## config.mk

```make
export PLATFORM = sky130hd
export DESIGN_NAME = ssid_cell
export DESIGN_NICKNAME = d
export VERILOG_FILES = /design/src/hw/rtl/sonar_sweep_intrusion_detector_macros.svh /design/src/hw/rtl/ssid_pkg.sv /design/src/hw/rtl/ssid_cell.sv
export SDC_FILE = /design/constraint.sdc
export NUM_CORES = 1
export LEC_CHECK = 0
export BUFFER_PORTS_ARGS = -buffer_cell sky130_fd_sc_hd__buf_2
export CORE_UTILIZATION = 50
export CTS_CLUSTER_SIZE = 20
export DETAILED_ROUTE_END_ITERATION = 8
export PLACE_DENSITY = 0.78
export SLEW_MARGIN = 10
export SYNTH_ARGS = -nofsm -noshare
export SYNTH_HDL_FRONTEND = slang
export SYNTH_SLANG_ARGS = --single-unit
```

## constraint.sdc

```tcl
create_clock -name clock -period 6.5 [get_ports clock]
set_input_delay 1.3 -clock clock [delete_from_list [all_inputs] [get_ports clock]]
set_output_delay 1.3 -clock clock [all_outputs]
set_load 0.01 [all_outputs]
```

## src/hw/rtl/sonar_sweep_intrusion_detector_macros.svh

```systemverilog
// Assertion macros shared by the sonar sweep intrusion detector RTL.
// No dependencies; included by the modules that carry checks.
`ifndef SONAR_SWEEP_INTRUSION_DETECTOR_MACROS_SVH
`define SONAR_SWEEP_INTRUSION_DETECTOR_MACROS_SVH

// cause in one cycle requires effect in the same cycle
`define SSID_ASSERT_SAME(label, clk, rst, cause, effect) \
   label: assert property (@(posedge clk) disable iff (rst) (cause) |-> (effect)) \
      else $error("ssid assertion failed");

// cause in one cycle requires effect in the next cycle
`define SSID_ASSERT_NEXT(label, clk, rst, cause, effect) \
   label: assert property (@(posedge clk) disable iff (rst) (cause) |=> (effect)) \
      else $error("ssid assertion failed");

`endif

```

## src/hw/rtl/ssid_pkg.sv

```systemverilog
// Package for the sonar sweep intrusion detector: codes, reset values and
// the structs passed between the top level, the cells and the output queue.
`timescale 1ns / 1ps

package ssid_pkg;

   localparam int POINTS_DEFAULT         = 64;
   localparam int SWEEP_MIN_DEG_DEFAULT  = 26;
   localparam int SWEEP_STEP_DEG_DEFAULT = 2;

   localparam logic [1:0] FUNC_ADVANCE = 2'd0;
   localparam logic [1:0] FUNC_RECORD  = 2'd1;
   localparam logic [1:0] FUNC_SAVE    = 2'd2;
   localparam logic [1:0] FUNC_CHECK   = 2'd3;

   localparam logic [1:0] MODE_OFF      = 2'd0;
   localparam logic [1:0] MODE_SCAN     = 2'd1;
   localparam logic [1:0] MODE_SENTINEL = 2'd2;

   localparam logic [1:0] CSR_MODE      = 2'd0;
   localparam logic [1:0] CSR_RANGE     = 2'd1;
   localparam logic [1:0] CSR_THRESHOLD = 2'd2;
   localparam logic [1:0] CSR_COOLDOWN  = 2'd3;

   localparam logic [11:0] RANGE_RESET     = 12'd400;
   localparam logic [11:0] THRESHOLD_RESET = 12'd40;
   localparam logic [7:0]  COOLDOWN_RESET  = 8'd50;

   localparam logic signed [15:0] NO_ECHO = -16'sd1;

   typedef enum logic [0:0] {
      ST_IDLE,
      ST_CHECK
   } state_type;

   typedef struct packed {
      logic               rec_we;
      logic               save;
      logic               clear;
      logic [7:0]         deg;
      logic signed [15:0] echo;
      logic [11:0]        range;
      logic [11:0]        thr;
   } cell_ctrl_type;

   typedef struct packed {
      logic               found;
      logic [15:0]        best;
      logic [7:0]         angle;
      logic signed [15:0] hit;
      logic signed [15:0] base;
   } token_type;

   typedef struct packed {
      logic [7:0]         angle_deg;
      logic               detected;
      logic signed [15:0] hit_cm;
      logic signed [15:0] base_cm;
   } rsp_type;

endpackage

```

## src/hw/rtl/ssid_cell.sv

```systemverilog
// One sweep point: current and baseline distance plus one stage of the
// check token chain. Depends on ssid_pkg.
`timescale 1ns / 1ps

module ssid_cell import ssid_pkg::*; #(
   parameter int INDEX          = 0,
   parameter int POINTS         = POINTS_DEFAULT,
   parameter int SWEEP_MIN_DEG  = SWEEP_MIN_DEG_DEFAULT,
   parameter int SWEEP_STEP_DEG = SWEEP_STEP_DEG_DEFAULT
) (
   input  logic          clock,
   input  logic          reset,
   input  cell_ctrl_type ctrl,
   input  token_type     tok_in,
   output token_type     tok_out
);

   localparam int         LO_DEG = SWEEP_MIN_DEG + INDEX * SWEEP_STEP_DEG;
   localparam int         HI_DEG = LO_DEG + SWEEP_STEP_DEG;
   localparam logic [7:0] ANGLE  = 8'(LO_DEG);

   logic signed [15:0] cur_ff, cur_in;
   logic signed [15:0] base_ff, base_in;
   token_type          tok_ff, tok_in_n;

   logic               match;
   logic signed [16:0] b_w, c_w, diff, range_w, thr_w;
   logic               new_echo, closer;
   logic [15:0]        d;

   always_comb begin
      if (INDEX == 0 && INDEX == POINTS - 1) begin
         match = 1'b1;
      end else if (INDEX == 0) begin
         match = 32'(ctrl.deg) < HI_DEG;
      end else if (INDEX == POINTS - 1) begin
         match = 32'(ctrl.deg) >= LO_DEG;
      end else begin
         match = (32'(ctrl.deg) >= LO_DEG) && (32'(ctrl.deg) < HI_DEG);
      end

      cur_in  = cur_ff;
      base_in = base_ff;
      if (ctrl.clear) begin
         cur_in = NO_ECHO;
      end else if (ctrl.rec_we && match) begin
         cur_in = ctrl.echo;
      end
      if (ctrl.save) begin
         base_in = cur_ff;
      end

      b_w      = 17'(base_ff);
      c_w      = 17'(cur_ff);
      range_w  = $signed({5'b0, ctrl.range});
      thr_w    = $signed({5'b0, ctrl.thr});
      diff     = b_w - c_w;
      new_echo = (b_w < 0) && (c_w > 0) && (c_w < range_w);
      closer   = (b_w > 0) && (c_w > 0) && (diff > thr_w);
      if (new_echo) begin
         d = 16'(range_w - c_w);
      end else begin
         d = diff[15:0];
      end

      tok_in_n = tok_in;
      if ((new_echo || closer) && (d > tok_in.best)) begin
         tok_in_n.found = 1'b1;
         tok_in_n.best  = d;
         tok_in_n.angle = ANGLE;
         tok_in_n.hit   = cur_ff;
         tok_in_n.base  = base_ff;
      end
   end

   always_ff @(posedge clock) begin
      if (reset) begin
         cur_ff  <= NO_ECHO;
         base_ff <= NO_ECHO;
      end else begin
         cur_ff  <= cur_in;
         base_ff <= base_in;
      end
      tok_ff <= tok_in_n;
   end

   assign tok_out = tok_ff;

endmodule

```

### After elaboration in Yosys (flattened, before gate mapping)

Cells that the tools add are included.

| word-level totals | value |
|---|---|
| input port bits | 110 |
| logic and storage cells | 26 |
| register bits | 89 |

| cells by class | value |
|---|---|
| add/subtract/negate cells | 2 |
| $lt $le $gt $ge | 7 |
| reductions and logical operators | 8 |
| muxes and demuxes | 2 |

Operators with widths:

| operator | count |
|---|---|
| 56-bit two-way mux | 1 |
| 16-bit by 1-bit greater-than comparator with 1-bit output (second input constant) | 2 |
| 17-bit by 13-bit greater-than comparator with 1-bit output | 1 |
| 16-bit by 16-bit subtractor with 17-bit output | 1 |
| 16-bit greater-than comparator | 1 |
| 16-bit by 1-bit less-than comparator with 1-bit output (second input constant) | 1 |
| 16-bit by 13-bit less-than comparator with 1-bit output | 1 |
| 16-bit two-way mux | 1 |
| 13-bit by 16-bit subtractor with 16-bit output | 1 |
| 8-bit by 5-bit less-than comparator with 1-bit output (second input constant) | 1 |
| 1-bit logical AND | 6 |
| 2-bit OR reduction | 1 |
| 1-bit logical OR | 1 |

### Longest topological paths before layout

| logic depth | value |
|---|---|
| word-level depth | 7 |
| mapped depth | 22 |
| gate-level depth less buffers | 20 |

### Worst setup path after synthesis

Ideal clock, no wire load.

| timing path | value |
|---|---|
| kind | input -> register |
| start point | in ctrl[12] (netlist bit) |
| end point | reg tok_ff, in the netlist tok_out[10] |
| data required time | 6,379 ps |
| arrival time | 5,455 ps |
| setup slack | 924 ps |
| buffers on the path | 2 |
| library setup time | 121 ps |
| stages on the path | 22 |
| cell sequence | inv_1 > ha_1 > inv_1 > fa_1 > a21o_1 > a221oi_2 > a221oi_1 > o21ai_1 > a21oi_1 > clkbuf_1 > nand2_1 > o21ai_0 > ha_1 > a2111o_1 > a31oi_1 > a211oi_1 > o31a_1 > o211ai_1 > a41oi_4 > nor2_8 > buf_6 > mux2_4 |

RTL lines:

| item | RTL line | source |
|---|---|---|
| start, declared | ssid_cell.sv:13 | `input cell_ctrl_type ctrl,` |
| end signal, assigned | ssid_cell.sv:84 | `tok_ff <= tok_in_n;` |
| end, declared | ssid_cell.sv:24 | `token_type tok_ff, tok_in_n;` |

==> qor.yml <==
outcome:
  outcome: "finished clean"
synth:
  ys_warn_count: 0
  yosys.area_share.simple_pct: 14.5
  synth_async_sr_flop_share_pct: 0
  synth_commonest_cells: "dfxtp_1, nand2_1, inv_1, ha_1, a21oi_1"
  synth.top_cell.area_share_pct: 31.7
  synth_compound_area_share_pct: 20.2
  yosysMostFrequentCell: "dfxtp_1"
  synth-edff-count: 0
  synth_top_cell_by_area: "dfxtp_1"
  synthesis.nets: 776
  ys_ff_latch: 89
  synth_area_sq_um: 5630
  avgSynthCellArea_sq_um: 9.26
  synthMuxAreaShare_pct: 11.6
  ys_types: 68
  synth_fa_ha_area_share_pct: 13.2
  synth_seq_area_share_pct: 31.7
  ys.flop_type: "dfxtp_1"
  synth-xor-area-share_pct: 3.09
  synth_top_family_by_area: "compound AO/OA/AOI/OAI gates"
  syn-instance-count: 608
  synth_area_leaders: "dfxtp_1, ha_1, mux2_4"
drt:
  met1_length_mm: 6.62
  wire_per_inst_microns: 16.4
  dr_wl_met2_mm: 7.44
  top_layer: "met4"
  drc: 0
  routed_wl_mm: 15.0
  route.met3.wl_microns: 737
  firstDrtPassIters: 5
  drtAntennaViolNets: 0
  vias: 5155
  drtIter0Drc: 261
  via_per_inst: 5.61
place:
  io_buffers: 164
  dp_hpwl_mm: 12.1
  routabilityCongestion: 0.929
global_route:
  grt-ovfl-total: 0
  antenna_found_initial: 0
  grt_pass1_vias: 4994
  grtUsageTotal_pct: 25.8
  grt_pass1_wl_mm: 23.3
  grt_max_degree: 32
sta:
  finalHoldViolCount: 0
  setup_viol: 0
  finClkSkew_ns: 0.0138
  timing.slew.headroom_pct: 23.3
  maxSlewViolCount: 0
  worstMarginPinSlew_ns: 1.15
  rsz0062_at_grt: "false"
  max_freq_mhz: 166
  fin_crit_ns: 6.03
  fin_setup_tns_ns: 0
  finalCritPeriodShare_pct: 92.8
cells_and_area:
  drive_above_1_share_pct: 30.8
  register_area_sq_um: 1780
  diodes: 0
  final_util_pct: 62.5
  syn_to_final_growth_pct: 20.9
  fin_nets: 942
  layout.filler_cells: 965
  multiInputGateArea_sq_um: 3530
worst_setup_path:
  critPathCaptureType: "flip-flop"
  crit_type: "in2reg"
  startpoint: "ctrl[12]"
  arrival_ns: 6.27
  cp_data_required_time_ns: 6.74
  worst-r2r-cell-count: 20
  cp_max_fo: 9
  reg2reg_to: "tok_out[42]$_DFF_P_"
  reg2reg_setup_slack_ns: 0.97
  r2r-start: "cur_ff[0]$_SDFFE_PP1P_"
  crit_path_start_kind: "primary input"
clock_network:
  cts_hold_buf: 0
  cts_made_buffers: 9
  cts_resized: 0
  cts_root_buffer: "clkbuf_8"
  cts_tree: "yes"
  clk_pin_slew_ns: 0.09
  clock-sinks: 89
  clockBufferDepth: 2
  post-cts-setup-buffer-count: 0
  htree_levels: 3
  clkLatencyLatePin_ns: 0.38
worst_hold_path:
  worstHoldStart: "base_ff[0]$_SDFFE_PP1P_"
  min_to: "tok_out[0]$_DFF_P_"
  hold_class: "reg2reg"
  min_path_cells: 1
floorplan:
  io_pins: 167
  die_w_microns: 108
  rows: 38
  dieHeight_microns: 108
  die-area_sq_um: 11700
  core_area_sq_um: 10900
  initial_core_util_pct: 51.7
power:
  max-vdd-ir-drop_mv: 0.145
  p_leak_nw: 3.51
  cellPowerDensity_nw_per_um2: 182
flow_run:
  max_cap_violations: 0
[metrics by stage]
stage / instance area, sq um / instances / power, W / hold WS [ns] / setup WS [ns]
floorplan: 5630 / 608 / 0.000773 / 0.458 / 0.924
global placement: 6620 / 903 / 0.000861 / 0.487 / 0.257
detailed placement: 6620 / 903 / 0.000871 / 0.494 / 0.127
CTS: 6800 / 919 / 0.00124 / 0.515 / 0.544
global route: 6800 / 919 / 0.00130 / 0.532 / 0.0390
finish: 6800 / 919 / 0.00124 / 0.509 / 0.470
[cell usage in the layout (no fill, tap or decap), types with 7 or more instances in the layout]
cell type | netlist | routed
mux2_4 | 26 | 26
and2_1 | 9 | 9
ha_1 | 56 | 56
xnor2_1 | 10 | 10
o21ai_0 | 21 | 21
o211ai_1 | 22 | 22
mux2i_1 | 17 | 17
nor3_1 | 13 | 13
nand3_1 | 7 | 7
buf_2 | 7 | 164
buf_4 | 1 | 10
a21oi_1 | 29 | 29
xor2_1 | 8 | 8
inv_1 | 58 | 58
clkbuf_8 | 0 | 9
nand2_1 | 59 | 59
a21o_1 | 16 | 16
dfxtp_1 | 89 | 89
nor2_1 | 27 | 27
[critical path: stages]
cell and delay, ns:
buf_2 0.09, inv_1 0.05, ha_1 0.16, inv_1 0.05, fa_1 0.40, a21o_1 0.22, a221oi_2 0.35, a221oi_1 0.15
o21ai_1 0.21, a21o_1 0.39, nor2_1 0.11, o21bai_1 0.18, ha_1 0.36, and4_1 0.26, nand3_1 0.14, a211oi_1 0.29
o31a_1 0.25, o211ai_1 0.19, a41oi_4 0.39, buf_4 0.20, or2_1 0.31, o221ai_1 0.21
[kinds of logic (layout without fill, tap and decap cells)]
| family | count (synthesis) | in the layout |
|---|---|---|
| buffers and inverters | 78 | 249 |
| flip-flops | 89 | 89 |
| AND/OR/NAND/NOR | 161 | 161 |
| multiplexers | 51 | 51 |
| adder cells (fa/ha/maj) | 58 | 58 |
| AO/OA/AOI/OAI | 152 | 152 |
| XOR/XNOR | 19 | 19 |
[worst max path at each step]
| stage | end | slack [ns] |
|---|---|---|
| finish | tok_out[42]$_DFF_P_ | 0.47 |
| global route | tok_out[42]$_DFF_P_ | 0.04 |
| CTS | tok_out[42]$_DFF_P_ | 0.54 |
| detailed placement | tok_out[42]$_DFF_P_ | 0.13 |
| global placement | tok_out[42]$_DFF_P_ | 0.26 |
| floorplan | tok_out[10]$_DFF_P_ | 0.92 |
[registers in the layout, indices dropped and copies added, names as in the netlist]
register  count
base_ff      16
cur_ff       16
tok_out      57
[per-layer routing]
layer | vias to the layer above | global-route usage [%]
li1 | 2527 | -
met1 | 2451 | 31.6
met2 | 152 | 44.9
met3 | 25 | 5.12
met4 | 0 | 8.61
met5 | - | 0
[area by class of cell]
type	instances	share of cell area [%]
multi-input cells	441	51.8
clock inverters	7	0.938
repair buffers	175	13.5
flip-flops and latches	89	26.2
inverters	58	3.20
clock buffers	9	1.82
well taps	140	2.57
[power breakdown]
part	total [W]	leakage, nW	switching, W	internal (W)
registers	0.000572	0.741	0.00000636	0.000566
logic	0.000291	2.67	0.000157	0.000134
clock network	0.000374	0.0934	0.000228	0.000146
total	0.00124	3.51	0.000391	0.000846
(Power assumes the default switching activity.)
