### src/hw/rtl/sonar_sweep_intrusion_detector_macros.svh
// Assertion macros shared by the sonar sweep intrusion detector RTL.
// No dependencies; included by the modules that carry checks.
`ifndef SONAR_SWEEP_INTRUSION_DETECTOR_MACROS_SVH
`define SONAR_SWEEP_INTRUSION_DETECTOR_MACROS_SVH

// cause in one cycle requires effect in the same cycle
`define SSID_ASSERT_SAME(label, clk, rst, cause, effect) \
   label: assert property (@(posedge clk) disable iff (rst) (cause) |-> (effect)) \
      else $error("ssid assertion failed");

// cause in one cycle requires effect in the next cycle
`define SSID_ASSERT_NEXT(label, clk, rst, cause, effect) \
   label: assert property (@(posedge clk) disable iff (rst) (cause) |=> (effect)) \
      else $error("ssid assertion failed");

`endif

### src/hw/rtl/ssid_pkg.sv
// Package for the sonar sweep intrusion detector: codes, reset values and
// the structs passed between the top level, the cells and the output queue.
`timescale 1ns / 1ps

package ssid_pkg;

   localparam int POINTS_DEFAULT         = 64;
   localparam int SWEEP_MIN_DEG_DEFAULT  = 26;
   localparam int SWEEP_STEP_DEG_DEFAULT = 2;

   localparam logic [1:0] FUNC_ADVANCE = 2'd0;
   localparam logic [1:0] FUNC_RECORD  = 2'd1;
   localparam logic [1:0] FUNC_SAVE    = 2'd2;
   localparam logic [1:0] FUNC_CHECK   = 2'd3;

   localparam logic [1:0] MODE_OFF      = 2'd0;
   localparam logic [1:0] MODE_SCAN     = 2'd1;
   localparam logic [1:0] MODE_SENTINEL = 2'd2;

   localparam logic [1:0] CSR_MODE      = 2'd0;
   localparam logic [1:0] CSR_RANGE     = 2'd1;
   localparam logic [1:0] CSR_THRESHOLD = 2'd2;
   localparam logic [1:0] CSR_COOLDOWN  = 2'd3;

   localparam logic [11:0] RANGE_RESET     = 12'd400;
   localparam logic [11:0] THRESHOLD_RESET = 12'd40;
   localparam logic [7:0]  COOLDOWN_RESET  = 8'd50;

   localparam logic signed [15:0] NO_ECHO = -16'sd1;

   typedef enum logic [0:0] {
      ST_IDLE,
      ST_CHECK
   } state_type;

   typedef struct packed {
      logic               rec_we;
      logic               save;
      logic               clear;
      logic [7:0]         deg;
      logic signed [15:0] echo;
      logic [11:0]        range;
      logic [11:0]        thr;
   } cell_ctrl_type;

   typedef struct packed {
      logic               found;
      logic [15:0]        best;
      logic [7:0]         angle;
      logic signed [15:0] hit;
      logic signed [15:0] base;
   } token_type;

   typedef struct packed {
      logic [7:0]         angle_deg;
      logic               detected;
      logic signed [15:0] hit_cm;
      logic signed [15:0] base_cm;
   } rsp_type;

endpackage

### src/hw/rtl/ssid_out_queue.sv
// Two-word result queue that parts the response side from the command side.
// Depends on ssid_pkg and the assertion macro header.
`timescale 1ns / 1ps
`include "sonar_sweep_intrusion_detector_macros.svh"

module ssid_out_queue import ssid_pkg::*; (
   input  logic    clock,
   input  logic    reset,
   input  logic    push,
   input  rsp_type push_data,
   output logic    has_space,
   output logic    out_valid,
   input  logic    out_ready,
   output rsp_type out_data
);

   rsp_type    q0_ff, q0_in;
   rsp_type    q1_ff, q1_in;
   logic [1:0] count_ff, count_in;
   logic [1:0] count_pop;
   logic       pop;

   always_comb begin
      pop       = (count_ff != 2'd0) && out_ready;
      count_pop = count_ff - {1'b0, pop};
      q0_in     = pop ? q1_ff : q0_ff;
      q1_in     = q1_ff;
      if (push) begin
         if (count_pop == 2'd0) begin
            q0_in = push_data;
         end else begin
            q1_in = push_data;
         end
      end
      count_in = count_pop + {1'b0, push};
   end

   always_ff @(posedge clock) begin
      if (reset) begin
         count_ff <= 2'd0;
      end else begin
         count_ff <= count_in;
      end
      q0_ff <= q0_in;
      q1_ff <= q1_in;
   end

   assign has_space = count_ff != 2'd2;
   assign out_valid = count_ff != 2'd0;
   assign out_data  = q0_ff;

   `SSID_ASSERT_SAME(a_no_overflow, clock, reset, push, (count_ff != 2'd2) || pop)
   `SSID_ASSERT_SAME(a_count_range, clock, reset, 1'b1, count_ff != 2'd3)

endmodule

### config.mk
export PLATFORM = sky130hd
export DESIGN_NAME = ssid_out_queue
export DESIGN_NICKNAME = d
export VERILOG_FILES = /design/src/hw/rtl/ssid_pkg.sv /design/src/hw/rtl/ssid_out_queue.sv
export VERILOG_INCLUDE_DIRS = /design/src /design/src/hw/rtl
export SDC_FILE = /design/constraint.sdc
export NUM_CORES = 1
export LEC_CHECK = 0
export BUFFER_PORTS_ARGS = -buffer_cell sky130_fd_sc_hd__buf_2
export CORE_UTILIZATION = 52
export CTS_BUF_LIST = sky130_fd_sc_hd__clkbuf_16
export DETAILED_ROUTE_END_ITERATION = 8
export GPL_TIMING_DRIVEN = 1
export PLACE_DENSITY = 0.79
export SLEW_MARGIN = 20
export SYNTH_ARGS = -nofsm -noshare
export SYNTH_HDL_FRONTEND = slang
export SYNTH_SLANG_ARGS = --single-unit
export TNS_END_PERCENT = 10
### constraint.sdc
create_clock -name clock -period 6.05 [get_ports clock]
set_input_delay 1.5125 -clock clock [delete_from_list [all_inputs] [get_ports clock]]
set_output_delay 1.5125 -clock clock [all_outputs]
set_load 0.01 [all_outputs]
Word level (Yosys, flattened, before mapping)
Index checks and enable logic that the tools add are counted.
{"block": "totals", "register_bits": 84, "latch_bits": 0, "ramBits": 0, "romBits": 0, "inputBits": 45, "output_inout_bits": 43, "elab_cells": 20, "n_memories": 0}
{"block": "classes", "n_addsub": 2, "n_mul": 0, "div_mod_pow": 0, "order_cmp": 0, "n_eq_ne": 1, "shifts": 0, "muxes": 3, "bitwise": 1, "n_reduce_logical": 4}
{"op": "$mux W41", "count": 3}
{"op": "$add A2 B1 Y2", "count": 1}
{"op": "$logic_not A2 Y1", "count": 1}
{"op": "$ne A2 B2 Y1 const B", "count": 1}
{"op": "$reduce_and A2 Y1", "count": 1}
{"op": "$reduce_bool A2 Y1", "count": 1}
{"op": "$sub A2 B1 Y2", "count": 1}
{"op": "$logic_and A1 B1 Y1", "count": 1}
{"op": "$not A1 Y1", "count": 1}

Longest topological paths before layout
Gate-level depths: netlist of the first run.
{"block": "depth", "word_depth": 6, "depth_mapped": 5, "depth_no_buf": 5}

Worst setup path before layout of the first run
Ideal clock, no wire load.
{"block": "synth_path", "path_kind": "input to register", "from": "input port out_ready", "to": "register q1_ff[0] in the netlist's numbering, enable pin", "setup_ns": 0.503, "arrival_ns": 4.695, "t_required_ns": 5.547, "slack_ns": 0.853, "path_stages": 2, "path_buffers": 0, "cell_sequence": "nand2b_1 > a21boi_0"}
{"block": "synth_between", "elab_chain_cells": 5}
{"item": "start: declaration", "line_no": "ssid_out_queue.sv:13", "text": "input logic out_ready,"}
{"item": "$logic_and A1 B1 Y1", "line_no": "ssid_out_queue.sv:24", "text": "pop = (count_ff != 2'd0) && out_ready;"}
{"item": "$sub A2 B1 Y2", "line_no": "ssid_out_queue.sv:25", "text": "count_pop = count_ff - {1'b0, pop};"}
{"item": "$logic_not A2 Y1", "line_no": "ssid_out_queue.sv:29", "text": "if (count_pop == 2'd0) begin"}
{"item": "$not A1 Y1 (no source line)"}
{"item": "$reduce_and A2 Y1 (no source line)"}
{"item": "end signal: assignment", "line_no": "ssid_out_queue.sv:45", "text": "q1_ff <= q1_in;"}
{"item": "end: declaration", "line_no": "ssid_out_queue.sv:18", "text": "rsp_type q1_ff, q1_in;"}
Every way passes these cells.
A chain may end at the register's enable or synchronous reset.

==> results of run 1 <==
[worst max path at each step]
stage                     startpoint                   end  slack [ns]  cells past startpoint
after global placement     out_ready  out_data[14]$_DFF_P_        2.58                      4
after CTS                  out_ready  out_data[32]$_DFF_P_        2.89                      4
after global routing       out_ready  out_data[40]$_DFF_P_        3.22                      5
final                      out_ready  out_data[40]$_DFF_P_        3.25                      5
after floorplan            out_ready    q1_ff[0]$_DFFE_PP_        0.85                      2
after detailed placement   out_ready  out_data[26]$_DFF_P_        2.55                      4
[kinds of logic after synthesis]
kind of cell	after synthesis	share of synthesized area (%)
AO/OA/AOI/OAI	5	0.9406
buffers and inverters	10	2.182
adder cells (fa/ha/maj)	1	0.3762
flip-flops	84	62.90
AND/OR/NAND/NOR	7	1.317
multiplexers	82	32.28
[layout make-up]
class / count / share of cell area (%)
Sequential cell: 84 / 50.88
Multi-Input combinational cell: 95 / 29.00
Timing Repair Buffer: 89 / 10.96
Clock buffer: 9 / 5.478
Tap cell: 75 / 2.282
Clock inverter: 6 / 1.217
Inverter: 2 / 0.1826
[per-layer routing]
metal / GRT usage, % / wire, um / part of all wire (%) / up-vias
met5: 0 / 0 / 0 / -
met4: 7.895 / 42 / 0.72 / 0
met3: 5.889 / 399 / 6.9 / 5
met2: 28.51 / 2775 / 48 / 58
met1: 23.05 / 2605 / 45 / 887
li1: - / - / - / 880
[worst max-delay path: cells and delay by family]
family                 cells  cell delay [ns]
muxes                      2             0.65
buffers and inverters      2             0.77
AOI/OAI and AO/OA          1             0.05
[sequential cells by signal, indices dropped and copies added, names as in the netlist]
name,cells
count_ff,2
out_data,41
q1_ff,41
[placed cells by master, fill, tap and decap left out, types with 2 or more instances in the layout]
| cell type | n |
|---|---|
| buf_4 | 2 |
| dfxtp_1 | 43 |
| o21ai_0 | 2 |
| buf_2 | 87 |
| nand2b_1 | 2 |
| mux2_2 | 42 |
| edfxtp_1 | 41 |
| mux2_4 | 40 |
| clkbuf_16 | 9 |
| inv_1 | 5 |
[synthesized netlist by cell type, drive strengths merged]
| master | number |
|---|---|
| mux2 | 82 |
| dfxtp | 43 |
| nor2b | 1 |
| nand2b | 2 |
| ha | 1 |
| buf | 8 |
| or3 | 1 |
| and2b | 1 |
| edfxtp | 41 |
| o21ai | 3 |
| nand3 | 1 |
| a21oi | 1 |
| a21boi | 1 |
| inv | 2 |
| or2 | 1 |
[power groups by stage]
stage / combinational [mW] / clock, mW / sequential (mW)
5_1_grt: 0.291 / 0.539 / 0.695
3_5_place_dp: 0.268 / 0 / 0.702
2_1_floorplan: 0.156 / 0 / 0.724
4_1_cts: 0.272 / 0.513 / 0.690
3_3_place_gp: 0.265 / 0 / 0.698
6_report: 0.269 / 0.504 / 0.689
==> impl_metrics.json, run 1 <==
{
  "critPathSlowestCell": "buf_4",
  "p_switching_uw": 328.1,
  "grt_pass1_vias": 1896,
  "max_freq_ghz": 0.3567,
  "fill_cells": 449,
  "h-tree-depth": 3,
  "timing.rr.end": "out_data[40]$_DFF_P_",
  "critPathMaxFanout": 41,
  "combPwrFrac_pct": 18.4,
  "synth_cell_types": 18,
  "holdPathStages": 2,
  "vias": 1830,
  "cp-end-kind": "flip-flop",
  "power_mw": 1.462,
  "insertion_delay_ns": 0.32,
  "syn-num-nets": 235,
  "hold_slack_ns": 0.6002,
  "area_growth_pct": 23.63,
  "synth_area_um2": 3326,
  "reg2reg_depth": 4,
  "drt_iter0_drc": 98,
  "cpMostUsedCell": "mux2_2",
  "finalNonFillerCells": 360,
  "initial_core_util_pct": 54.87,
  "reg2reg_slack_ns": 4.12,
  "critPathArrivalTime_ns": 3.01,
  "p_int_mw": 1.134,
  "final_area_um2": 4111,
  "rows": 28,
  "status": "completed",
  "drt-vias-per-instance": 5.083,
  "drtAntennaViolNets": 0,
  "period_needed_ns": 2.803,
  "hold_path.class": "reg2reg",
  "drive_gt1_share_pct": 65.26,
  "place_area_um2": 3829,
  "worstReg2RegStart": "count_ff[0]$_SDFF_PP0_",
  "maxSlewHeadroom_pct": 47.30,
  "dp.cells": 345,
  "grt_overflow": 0,
  "synthCells": 189,
  "dp_slack_ns": 2.550,
  "fin_nets": 327,
  "synth_top_cell_area_share_pct": 37.02,
  "dp_hpwl_mm": 3.644,
  "tns_ns": 0,
  "cts_made_buffers": 9,
  "slowest_delay_ns": 0.64,
  "die_w_um": 81.97,
  "die_h_um": 81.97,
  "regArea_um2": 2092,
  "rsz0062_at_grt": "no",
  "max_cap_viol_count": 0,
  "ys_seq_elements": 84,
  "period_share_pct": 46.33,
  "die_area_um2": 6719,
  "power.density_nw_per_um2": 355.6,
  "cp.required_ns": 6.26,
  "grt_use_total_pct": 18.22,
  "routabilityCongestion": 0.7020,
  "ir_drop_mv": 0.2255,
  "ctsResizeCount": 0,
  "slew_viol_final": 0,
  "wl_per_cell_um": 16.17,
  "grt_pass1_wl_mm": 8.956,
  "netSwitchingFraction_pct": 22.44,
  "cts_hold_buf": 0,
  "grt_antenna_before_repair": 0,
  "hp-start": "q1_ff[27]$_DFFE_PP_",
  "final-setup-viol-count": 0,
  "num_io_pins": 88,
  "yosysWarnings": 0,
  "crit_chain": "buf_2 > o21ai_4 > buf_4 > mux2_2 > mux2_2",
  "dr.pass1.iters": 4,
  "skew_ns": 0.003741,
  "worstMarginPinSlew_ns": 0.7905,
  "sequentialPowerShare_pct": 47.1,
  "setup_ws_ns": 3.247,
  "ys_seq_area_share_pct": 62.90,
  "critPathKind": "in2reg",
  "avgSynthCellArea_um2": 17.60,
  "numClockSinks": 84,
  "cts_tree": "yes",
  "utilization_pct": 67.84,
  "wirelength_mm": 5.822,
  "cts_buffer_depth": 2,
  "synth_top_cell_by_area": "edfxtp_1",
  "clockPowerShare_pct": 34.5,
  "num_antenna_cells": 0,
  "hold_viol": 0,
  "drc_errors": 0,
  "synth_area_leaders": "edfxtp_1 (37%), dfxtp_1 (26%), mux2_4 (18%)",
  "grt_start_max_net_pins": 42,
  "min_to": "out_data[27]$_DFF_P_",
  "core_area_um2": 6061,
  "p_leak_nw": 1.823,
  "port_buffers": 87,
  "multi_input_area_um2": 1192,
  "post_cts_buffers": 0,
  "startpoint_type": "input port",
  "cts_root_buf": "clkbuf_16",
  "clk_pin_slew_ns": 0.06
}
Power figures use the tool's default switching activity.
==> inputs of run 2 (changes only) <==
- ABC_AREA: not set -> 1
- CORE_UTILIZATION: 52 -> 47
- PLACE_DENSITY: 0.79 -> 0.75
- clock period: 6.05 -> 2.32 ns (I/O delays scaled with it)
==> run 2 against run 1 <==
Critical path depth is 2 lower. Power grew to 2.6 times the previous value. Global-route usage is 1.2 points higher. Sequential cell count stayed put. Clock skew is 0.0051 ns higher. Register-to-register slack worse by 3.2 ns. Hold slack worse by 0.16 ns. Critical path type is now reg2out. Critical endpoint is now out_valid.
==> impl_metrics.json, run 2 <==
{
  "status": "completed",
  "area_growth_pct": 23.77,
  "reg2reg_slack_ns": 0.89,
  "die_w_um": 88.37,
  "timing.rr.end": "out_data[8]$_DFF_P_",
  "max_cap_viol_count": 0,
  "die_area_um2": 7808,
  "reg2reg_depth": 5,
  "grt_antenna_before_repair": 0,
  "period_needed_ns": 1.730,
  "synth-main-ff-cell": "dfxtp_1",
  "synthTopCellsByCount": "nand2_1 (127), inv_1 (84), nand3_1 (82)",
  "combPwrFrac_pct": 17.0,
  "syn-num-nets": 458,
  "fin_nets": 543,
  "startpoint_type": "flip-flop",
  "drc_errors": 0,
  "worstMarginPinSlew_ns": 0.5562,
  "synth_cell_types": 17,
  "synthCells": 412,
  "synth_top_cell_by_area": "edfxtp_1",
  "cp.required_ns": 1.74,
  "drive_gt1_share_pct": 23.31,
  "worstReg2RegStart": "count_ff[0]$_SDFF_PP0_",
  "dp_slack_ns": 0.6125,
  "critPathKind": "reg2out",
  "slew_viol_final": 0,
  "layout_commonest_cell": "nand2_1",
  "max_freq_ghz": 0.5782,
  "p_switching_uw": 991.0,
  "netSwitchingFraction_pct": 26.17,
  "routabilityCongestion": 0.8015,
  "wirelength_mm": 6.963,
  "grt_overflow": 0,
  "numClockSinks": 84,
  "hold_slack_ns": 0.4399,
  "synth_area_leaders": "edfxtp_1 (35%), dfxtp_1 (25%), nand2_1 (14%)",
  "avgSynthCellArea_um2": 8.509,
  "maxSlewHeadroom_pct": 62.78,
  "ys_seq_elements": 84,
  "tns_ns": 0,
  "grt_pass1_wl_mm": 11.25,
  "yosysMostFrequentCell": "nand2_1",
  "hold_viol": 0,
  "cts_made_buffers": 9,
  "drtAntennaViolNets": 0,
  "ys_seq_area_share_pct": 59.67,
  "cp-end-kind": "output port",
  "rows": 31,
  "vias": 2792,
  "sequentialPowerShare_pct": 47.2,
  "p_int_mw": 2.796,
  "grt_start_max_net_pins": 42,
  "dp_hpwl_mm": 4.605,
  "slowest_delay_ns": 0.41,
  "critPathSlowestCell": "dfxtp_1",
  "yosysWarnings": 0,
  "cts_buffer_depth": 2,
  "clk_pin_slew_ns": 0.06,
  "skew_ns": 0.008839,
  "final-setup-viol-count": 0,
  "period_share_pct": 74.55,
  "die_h_um": 88.37,
  "drt-vias-per-instance": 4.646,
  "wl_per_cell_um": 11.59,
  "h-tree-depth": 3,
  "min_to": "q1_ff[35]$_DFFE_PP_",
  "holdPathStages": 1,
  "mostFrequentLayoutCells": "nand2_1 (127), buf_2 (87), inv_1 (86)",
  "num_io_pins": 88,
  "grt_use_total_pct": 19.44,
  "utilization_pct": 60.15,
  "multi_input_area_um2": 979.7,
  "rsz0062_at_grt": "no",
  "synth_top_cell_area_share_pct": 35.12,
  "fill_cells": 651,
  "clockPowerShare_pct": 35.8,
  "cts_tree": "yes",
  "port_buffers": 87,
  "grt_pass1_vias": 2532,
  "hold_path.class": "in2reg",
  "cts_hold_buf": 0,
  "cts_root_buf": "clkbuf_16",
  "power.density_nw_per_um2": 872.7,
  "ctsResizeCount": 0,
  "insertion_delay_ns": 0.33,
  "num_antenna_cells": 0,
  "dr.pass1.iters": 4,
  "initial_core_util_pct": 48.60,
  "critPathArrivalTime_ns": 1.15,
  "power_mw": 3.787,
  "synth_area_um2": 3506,
  "drt_iter0_drc": 109,
  "ir_drop_mv": 0.4331,
  "crit_chain": "inv_2 > nand2_1 > buf_2",
  "async_flop_share_pct": 0,
  "p_leak_nw": 2.305,
  "critPathMaxFanout": 4,
  "post_cts_buffers": 0,
  "synth_edf_count": 41,
  "regArea_um2": 2092,
  "setup_ws_ns": 0.5905,
  "core_area_um2": 7214,
  "hp-start": "push_data[35]"
}
-- run 2: changes by cell type in the layout (fill, tap and decap cells not counted), sizes merged, moves of 2 or more --
| cell | before | now |
|---|---|---|
| nand2 | 0 | 128 |
| nand2b | 2 | 0 |
| mux2 | 82 | 0 |
| nand3 | 1 | 83 |
| inv | 5 | 90 |
| nor2 | 0 | 3 |
| buf | 89 | 95 |
-- run 2: power by group through the flow --
| stage | logic, mW | clock network, mW | registers, mW |
|---|---|---|---|
| floorplan | 0.336 | 0 | 1.88 |
| global placement | 0.627 | 0 | 1.81 |
| detailed placement | 0.639 | 0 | 1.82 |
| CTS | 0.643 | 1.39 | 1.79 |
| global route | 0.738 | 1.45 | 1.81 |
| finish | 0.643 | 1.35 | 1.79 |
-- run 2: cell families (layout without fill, tap and decap cells) --
family,Yosys count,after routing,share of synthesized area (%)
flip-flops,84,84,59.67
adder cells (fa/ha/maj),1,1,0.3568
AO/OA/AOI/OAI,4,4,0.6421
AND/OR/NAND/NOR,214,214,26.30
buffers and inverters,109,199,13.03
-- run 2: stage by stage --
| stage | instance area [um^2] | cells |
|---|---|---|
| after floorplan | 3517 | 412 |
| after global placement | 4026 | 584 |
| after detailed placement | 4026 | 584 |
| after CTS | 4312 | 600 |
| after global routing | 4339 | 601 |
| final | 4339 | 601 |
-- run 2: per-layer routing --
| metal | GRT usage, % | up-vias | share of wire (%) | routed length, um |
|---|---|---|---|---|
| met5 | 0 | - | 0 | 0 |
| met4 | 9.091 | 0 | 0.66 | 46 |
| met3 | 4.851 | 6 | 4.7 | 326 |
| met2 | 33.71 | 89 | 50 | 3478 |
| met1 | 22.64 | 1257 | 45 | 3111 |
| li1 | - | 1440 | - | - |
-- run 2: worst max-delay path by stage --
stage                          to  slack (ns)  depth (start not counted)              startpoint
5_1_grt                 out_valid        0.51                          3  count_ff[1]$_SDFF_PP0_
6_report                out_valid        0.59                          3  count_ff[1]$_SDFF_PP0_
3_3_place_gp   q1_ff[8]$_DFFE_PP_        0.64                          5               out_ready
2_1_floorplan  q1_ff[0]$_DFFE_PP_        0.29                          4               out_ready
4_1_cts                 out_valid        0.57                          3  count_ff[1]$_SDFF_PP0_
3_5_place_dp   q1_ff[8]$_DFFE_PP_        0.61                          5               out_ready
-- run 2: layout make-up --
| cell class | instances | area share [%] |
|---|---|---|
| Inverter | 88 | 7.612 |
| Timing Repair Buffer | 95 | 12.17 |
| Clock buffer | 9 | 5.190 |
| Sequential cell | 84 | 48.21 |
| Clock inverter | 7 | 1.384 |
| Tap cell | 99 | 2.855 |
| Multi-Input combinational cell | 219 | 22.58 |
-- run 2: worst max-delay path: cells and delay by family (launching register included) --
kind                   cells  cell delay [ns]
buffers and inverters      2             0.26
DFF                        1             0.41
and+or+nand+nor            1             0.15
==> inputs of run 3 (changes only) <==
- clock period: 2.32 -> 1.5 ns (I/O delays scaled with it)
==> run 3 against run 2 <==
Die area stayed put. Global-route usage is 1.3 points higher. Critical endpoint is now has_space. Final area is 2.2% higher. Non-clock buffer count is 9 higher. Largest power group unchanged. First-iteration DRC count is 15% higher.
==> impl_metrics.json, run 3 (synthesis gave the netlist of run 2 again) <==
{
  "numClockSinks": 84,
  "utilization_pct": 61.48,
  "wl_per_cell_um": 12.44,
  "wirelength_mm": 7.586,
  "grt_pass1_wl_mm": 12.01,
  "critPathKind": "reg2out",
  "cpMostUsedCell": "buf_4",
  "port_buffers": 87,
  "drt-vias-per-instance": 4.570,
  "worstSetupEndpoint": "has_space",
  "cp.required_ns": 1.12,
  "rows": 31,
  "status": "completed",
  "grt_antenna_before_repair": 0,
  "grt_start_max_net_pins": 42,
  "grt_use_total_pct": 20.77,
  "sequentialPowerShare_pct": 48.2,
  "clockPowerShare_pct": 33.3,
  "dr.pass1.iters": 6,
  "grt_overflow": 0,
  "mostFrequentLayoutCells": "nand2_1 (126), inv_1 (87), buf_2 (86)",
  "cp_top_family": "flip-flops",
  "cp-end-kind": "output port",
  "hold_path.class": "in2reg",
  "startpoint": "count_ff[1]$_SDFF_PP0_",
  "critPathSlowestCell": "dfxtp_4",
  "skew_ns": 0.005479,
  "slowest_delay_ns": 0.36,
  "combPwrFrac_pct": 18.5,
  "cts_buffer_depth": 2,
  "cts_tree": "yes",
  "core_area_um2": 7214,
  "fin_nets": 552,
  "timing.rr.end": "out_data[18]$_DFF_P_",
  "maxSlewHeadroom_pct": 51.72,
  "final-setup-viol-count": 0,
  "routabilityCongestion": 0.7298,
  "hold_slack_ns": 0.2062,
  "cts_made_buffers": 9,
  "vias": 2788,
  "crit_chain": "buf_4 > nand2_1 > buf_4",
  "drt_iter0_drc": 125,
  "worstMarginPinSlew_ns": 0.7231,
  "worstReg2RegStart": "count_ff[0]$_SDFF_PP0_",
  "netSwitchingFraction_pct": 27.09,
  "clk_pin_slew_ns": 0.06,
  "multi_input_area_um2": 992.2,
  "reg2reg_depth": 5,
  "fill_cells": 681,
  "startpoint_type": "flip-flop",
  "drtAntennaViolNets": 0,
  "die_area_um2": 7808,
  "period_share_pct": 96.73,
  "num_antenna_cells": 0,
  "max_freq_ghz": 0.6892,
  "final_area_um2": 4436,
  "h-tree-depth": 3,
  "grt_pass1_vias": 2635,
  "ir_drop_mv": 0.8141,
  "p_int_mw": 4.179,
  "critPathMaxFanout": 2,
  "crit_buf_inv": 2,
  "rsz0062_at_grt": "no",
  "regArea_um2": 2100,
  "die_h_um": 88.37,
  "reg2reg_slack_ns": 0.11,
  "max_cap_viol_count": 0,
  "slew_viol_final": 0,
  "drive_gt1_share_pct": 24.66,
  "dp_hpwl_mm": 4.801,
  "period_needed_ns": 1.451,
  "area_growth_pct": 26.52,
  "critPathArrivalTime_ns": 1.08,
  "num_io_pins": 88,
  "crit_cells": 3,
  "layout_commonest_cell": "nand2_1",
  "cts_root_buf": "clkbuf_16",
  "die_w_um": 88.37,
  "place_area_um2": 4121,
  "p_leak_nw": 2.359,
  "hold_viol": 0,
  "finalNonFillerCells": 610,
  "insertion_delay_ns": 0.33,
  "dp.cells": 589,
  "power.density_nw_per_um2": 1292,
  "drc_errors": 0,
  "p_switching_mw": 1.553,
  "initial_core_util_pct": 48.60
}
[run 3: cell types whose count changed in the layout (fill, tap and decap cells not counted), moves of 2 or more]
cell      before  now
clkinv_1       0    2
inv_2          4    2
dfxtp_4        0    2
dfxtp_1       43   41
buf_4          6   13
nand2_4        0    2
buf_12         1    5
[run 3: worst register-to-register path, cell delays in order (launching register included)]
cell and delay, ns:
dfxtp_4 0.36, nand2_4 0.09, nand3_4 0.07, inv_2 0.53, nand2_1 0.14, nand2_1 0.13
[run 3: repair_timing]
action	CTS	global route
hold buffers	0	0
resized for setup	7	2
setup endpoints to repair	2	4
pin swaps	0	1
setup buffers	3	2
[run 3: layer usage]
metal	track usage (%)	routed length, um
met1	24.73	3372
met3	4.944	332
met4	8.065	100
met5	0	0
met2	36.36	3780
[run 3: worst min-delay path by stage]
stage / from / endpoint / slack [ns] / cells after the start
3_3_place_gp: out_data[23]$_DFF_P_ / out_data[23]$_DFF_P_ / 0.52 / 4
2_1_floorplan: reset / count_ff[0]$_SDFF_PP0_ / 0.45 / 1
5_1_grt: reset / count_ff[0]$_SDFF_PP0_ / 0.22 / 2
6_report: reset / count_ff[0]$_SDFF_PP0_ / 0.21 / 2
3_5_place_dp: out_data[13]$_DFF_P_ / out_data[13]$_DFF_P_ / 0.52 / 4
4_1_cts: reset / count_ff[0]$_SDFF_PP0_ / 0.20 / 2
[run 3: area by class of cell]
| class | instances | area share (%) |
|---|---|---|
| Clock buffer | 9 | 5.078 |
| Multi-Input combinational cell | 219 | 22.37 |
| Inverter | 88 | 7.616 |
| Sequential cell | 84 | 47.33 |
| Clock inverter | 7 | 0.6488 |
| Timing Repair Buffer | 104 | 14.16 |
| Tap cell | 99 | 2.793 |
[run 3: through the flow]
stage	setup TNS (ns)	worst slack, ns	power [mW]
floorplan	-10.02	-0.2444	3.431
global placement	0	0.0003727	3.820
detailed placement	-1.019	-0.08608	3.854
CTS	0	0.01539	5.775
global route	0	0.002850	6.011
finish	0	0.04903	5.732
[run 3: power by group through the flow]
stage          combinational [mW]  sequential, mW  clock (mW)
2_1_floorplan               0.525            2.91           0
3_3_place_gp                 1.01            2.81           0
3_5_place_dp                 1.04            2.82           0
4_1_cts                      1.06            2.77        1.95
5_1_grt                      1.20            2.79        2.02
6_report                     1.06            2.76        1.91
